**config.mk**
```make
export PLATFORM = sky130hd
export DESIGN_NAME = ptl_mod_unit
export DESIGN_NICKNAME = d
export VERILOG_FILES = /design/src/hdl/ptl_pkg.sv /design/src/hdl/ptl_mod_unit.sv
export SDC_FILE = /design/constraint.sdc
export NUM_CORES = 1
export LEC_CHECK = 0
export BUFFER_PORTS_ARGS = -buffer_cell sky130_fd_sc_hd__buf_2
export CORE_ASPECT_RATIO = 1.4
export CORE_MARGIN = 2
export CORE_UTILIZATION = 35
export DETAILED_ROUTE_END_ITERATION = 8
export GPL_ROUTABILITY_DRIVEN = 0
export SLEW_MARGIN = 40
export SYNTH_ARGS = -nofsm -noshare
export SYNTH_HDL_FRONTEND = slang
export SYNTH_SLANG_ARGS = --single-unit
```
**constraint.sdc**
```tcl
create_clock -name clk -period 3.4 [get_ports clk]
set_input_delay 0.17 -clock clk [delete_from_list [all_inputs] [get_ports clk]]
set_output_delay 0.17 -clock clk [all_outputs]
set_load 0.02 [all_outputs]
```
**src/hdl/ptl_pkg.sv**
```systemverilog
// Package for the perturbation table lookup block.
// Holds the table size, field widths, request opcodes and the stored record type.
// No dependencies.
package ptl_pkg;

    localparam int TABLE_DEPTH = 256;
    localparam int ADDR_W      = (TABLE_DEPTH > 1) ? $clog2(TABLE_DEPTH) : 1;
    localparam int CNT_W       = $clog2(TABLE_DEPTH + 1);

    localparam int CAT_W = 32;
    localparam int KEY_W = 33;
    localparam int VAL_W = 16;

    // Request opcodes
    localparam logic OP_INSERT = 1'b0;
    localparam logic OP_LOOKUP = 1'b1;

    typedef struct packed {
        logic [CAT_W-1:0]        cat;
        logic [KEY_W-1:0]        lo;
        logic [KEY_W-1:0]        hi;
        logic signed [VAL_W-1:0] val;
    } rec_t;

endpackage

```
**src/hdl/ptl_mod_unit.sv**
```systemverilog
// Iterative remainder unit: dividend % divisor, one quotient bit per cycle.
// Depends on ptl_pkg.
module ptl_mod_unit
    import ptl_pkg::*;
(
    input  logic             clk,
    input  logic             rst_n,
    input  logic             start,
    input  logic [CAT_W-1:0] dividend,
    input  logic [CAT_W:0]   divisor,
    output logic             done,
    output logic [CAT_W-1:0] remainder
);

    localparam int STEP_W = $clog2(CAT_W);

    logic              busy_reg;
    logic              done_reg;
    logic [STEP_W-1:0] step_reg;
    logic [CAT_W-1:0]  dvd_reg;
    logic [CAT_W:0]    dvs_reg;
    logic [CAT_W-1:0]  rem_reg;
    logic [CAT_W-1:0]  rem_next;

    // Restoring step: remainder stays below divisor, so it fits CAT_W bits.
    always_comb
    begin
        logic [CAT_W:0] shifted;
        logic [CAT_W:0] diff;
        shifted  = {rem_reg, dvd_reg[CAT_W-1]};
        diff     = shifted - dvs_reg;
        if (shifted >= dvs_reg)
        begin
            rem_next = diff[CAT_W-1:0];
        end
        else
        begin
            rem_next = shifted[CAT_W-1:0];
        end
    end

    always_ff @(posedge clk or negedge rst_n)
    begin
        if (!rst_n)
        begin
            busy_reg <= 1'b0;
            done_reg <= 1'b0;
            step_reg <= '0;
        end
        else
        begin
            if (start)
            begin
                busy_reg <= 1'b1;
                done_reg <= 1'b0;
                step_reg <= '0;
            end
            else if (busy_reg)
            begin
                step_reg <= step_reg + 1'b1;
                done_reg <= (step_reg == STEP_W'(CAT_W - 1));
                if (step_reg == STEP_W'(CAT_W - 1))
                begin
                    busy_reg <= 1'b0;
                end
            end
            else
            begin
                done_reg <= 1'b0;
            end
        end
    end

    always_ff @(posedge clk)
    begin
        if (start)
        begin
            dvd_reg <= dividend;
            dvs_reg <= divisor;
            rem_reg <= '0;
        end
        else if (busy_reg)
        begin
            dvd_reg <= {dvd_reg[CAT_W-2:0], 1'b0};
            rem_reg <= rem_next;
        end
    end

    assign done      = done_reg;
    assign remainder = rem_reg;

endmodule

```
==> reports/qor.yml <==
largest_reg_flops: 33
setup_slack_ps: 209
critPathCaptureType: "flop"
antenna_left: 0
worstHoldStart: "divisor[6]"
dp_hpwl_um: 10100
crit_top_cell: "or3_1"
reg2reg_slack_ps: 210
syn_inst: 600
start_util: 0.358
regToRegEndpoint: "remainder[31]$_SDFFE_PP0P_"
rows: 56
syn_nets: 704
synth_top_family_by_area: "compound AO/OA/AOI/OAI gates"
pin_count: 101
root_buffer: "clkbuf_16"
synthAdderAreaFrac: 0.0763
drc: 0
ff2ff_path_depth: 11
cts_buffers: 9
hold_viol: 0
ir_drop_uv: 244
fin_worst_skew_ps: 14.0
r2r_start: "dvs_reg[12]$_DFFE_PP_"
wl_met3_um: 627
cts_tree: "yes"
drt_wl_total_um: 13900
worstMarginPinSlew_ps: 736
drt_iter0_drc: 223
drive_above_1_share: 0.242
drt_first_pass_iters: 4
coreArea_um2: 16700
synth_area_um2: 6000
internal_power_mw: 2.12
clkSinkCount: 104
async_flop_share: 0.0673
worstHoldPathCells: 1
arrival_ps: 3480
top_layer: "met4"
crit_buf_inv: 2
portBuffers: 100
grt_pass1_wl_um: 23100
synth.area.mux_share: 0.0667
cp_max_fo: 18
finish.utilization: 0.439
final-setup-viol-count: 0
ys.warnings.count: 0
vias: 4822
via_per_inst: 5.18
yosys.area_share.simple: 0.134
yosysSeqAreaShare: 0.461
nNetsFinal: 826
n_fill_cell: 1608
seqPwrFrac: 0.509
cp-start-kind: "flop"
fin_setup_tns_ps: 0
crit_required_ps: 3690
dp.cells: 880
min_period_ps: 3190
cp_top_family: "simple AND/OR/NAND/NOR gates"
p_sw_frac: 0.256
post_drt_wl_per_cell_um: 15.0
clk_pin_slew_worst_paths_ps: 80
power_density_nw_per_um2: 388
grt_pass1_vias: 4929
grt_max_degree: 58
wl_met1_um: 5830
period_share: 0.939
htreeDepth: 3
p_leak_nw: 3.22
die_area_um2: 18200
synth_seq_cells: 104
ys.flop_type: "edfxtp_1"
n_antenna_cell: 0
clk_latency_ps: 360
finalMaxSlewViolations: 0
maxCapViolations: 0
slowest_stage: "or4_1"
hold_path.class: "in2reg"
instances_no_fill: 930
synth_cell_types: 59
antenna_found_initial: 0
pwr-share-comb: 0.119
synth_edf_count: 65
dpl_cell_area_um2: 6680
final_cell_area_um2: 7350
power_switching_mw: 0.729
grt.overflow.total: 0
pwr-share-clk: 0.372
path_class: "reg2reg"
total_power_mw: 2.85
chipHeight_um: 159
grt_usage: 0.156
fin_hold_ws_ps: 5.17
synth-compound-area-share: 0.172
place_worst_setup_slack_ps: 181
cts.path.max_buffers: 2
fmax_mhz: 313
path_cells: "inv_1 -> ha_1 -> nand3_2 -> or3_1 -> or4_1 -> and3_1 -> o21ai_1 -> nor2_2 -> buf_4 -> or3_1 -> a41oi_1"
syn2layout_area_growth_pct: 22.5
wl_met2_um: 7270
critPathMaxStageDelay_ps: 540
min_to: "dvs_reg[6]$_DFFE_PP_"
grt_setup_unrepaired: "false"
syn_avg_cell_area_um2: 10.0
slew_headroom: 0.510
synth_xor_area_frac: 0.0365
die_w_um: 115
outcome: "complete, no violations"
## cells in the mapped netlist (5+ instances only)
library cell  count  share of area
o21bai_1          5         0.0063
a21oi_1          43          0.036
a21o_1           16          0.020
inv_1            47          0.029
or3_1             6         0.0063
dfrtp_1           7          0.029
nor3_1            5         0.0042
nor2_1           49          0.031
dfxtp_1          32           0.11
nand4_1           8         0.0083
xnor2_1          17          0.025
a311oi_1         23          0.034
ha_1             35          0.073
mux2_2           32          0.060
clkbuf_1         19          0.012
nand2_1          64          0.040
xor2_1            8          0.012
edfxtp_1         65           0.33
nand2b_1          5         0.0052
buf_2             5         0.0042
a211oi_1          5         0.0063
o21a_1            7         0.0088
nand3_1          12          0.010
o21ai_0          18          0.015
## worst max path at each step
stage	from	endpoint	cells after the start
3_5_place_dp	dvd_reg[31]$_DFFE_PP_	remainder[30]$_SDFFE_PP0P_	13
6_report	dvs_reg[12]$_DFFE_PP_	remainder[31]$_SDFFE_PP0P_	11
5_1_grt	remainder[1]$_SDFFE_PP0P_	remainder[31]$_SDFFE_PP0P_	11
2_1_floorplan	dvd_reg[31]$_DFFE_PP_	remainder[30]$_SDFFE_PP0P_	13
3_3_place_gp	dvs_reg[12]$_DFFE_PP_	remainder[31]$_SDFFE_PP0P_	11
4_1_cts	dvd_reg[31]$_DFFE_PP_	remainder[30]$_SDFFE_PP0P_	13
## cells in the final DEF (no fill, tap or decap), types with 5 or more instances in the layout
cell type      instances
ha_1                  34
o21a_1                 7
xnor2_1               17
nand2_1               64
nand3_1               12
or3_1                  6
clkbuf_16              9
buf_2                 99
dlygate4sd3_1         33
nand4_1                8
dfxtp_1               32
nand2b_1               5
nor2_1                48
xor2_1                 8
edfxtp_1              65
a311oi_1              23
buf_4                  8
a21o_1                16
mux2_2                32
nor3_1                 5
o21ai_0               18
a21oi_1               43
o21bai_1               5
dfrtp_1                6
inv_1                 47
## area by class of cell
cell class / count / area [µm²] / share of cell area
clock buffers: 9 / 225 / 0.0306
clock inverters: 7 / 80.1 / 0.0109
inverters: 47 / 176 / 0.0240
multi-input cells: 419 / 2940 / 0.400
flip-flops and latches: 104 / 2770 / 0.377
well taps: 203 / 254 / 0.0345
repair buffers: 141 / 906 / 0.123
## kinds of logic (layout without fill, tap and decap cells)
group | count (synthesis) | count (layout)
DFF | 104 | 104
xor gates and xnor gates | 25 | 25
and+or+nand+nor | 174 | 174
buffers and inverters | 77 | 204
AOI/OAI and AO/OA | 148 | 148
muxes | 36 | 36
adders and majority gates | 36 | 36
## worst register-to-register path, stage by stage, from the launching register on
cell      delay (ps)
edfxtp_1         330
inv_1             40
ha_1             410
nand3_2          140
or3_1            400
or4_1            540
and3_1           220
o21ai_1          210
nor2_2            60
buf_4            210
or3_1            370
a41oi_1          170
## metal layers
layer  GRT usage  vias to the layer above
met3      0.0359                       20
met5           0                        -
met1       0.179                     2264
li1            -                     2421
met2       0.280                      117
met4      0.0543                        0
## power by group through the flow
stage / sequential, mW / combinational, mW / clock [mW]
floorplan: 1.47 / 0.209 / 0
global placement: 1.48 / 0.299 / 0
detailed placement: 1.48 / 0.308 / 0
CTS: 1.45 / 0.339 / 1.09
global route: 1.46 / 0.379 / 1.14
finish: 1.45 / 0.340 / 1.06
## what timing repair did
| item | in CTS | in global routing |
|---|---|---|
| setup endpoints to repair | 0 | 4 |
| hold buffers | 32 | 1 |
| resized for setup | 0 | 5 |
| endpoints found under the hold margin | 38 | 1 |
| buffers inserted | 0 | 1 |
No activity file was read; power rests on OpenSTA's default activity.
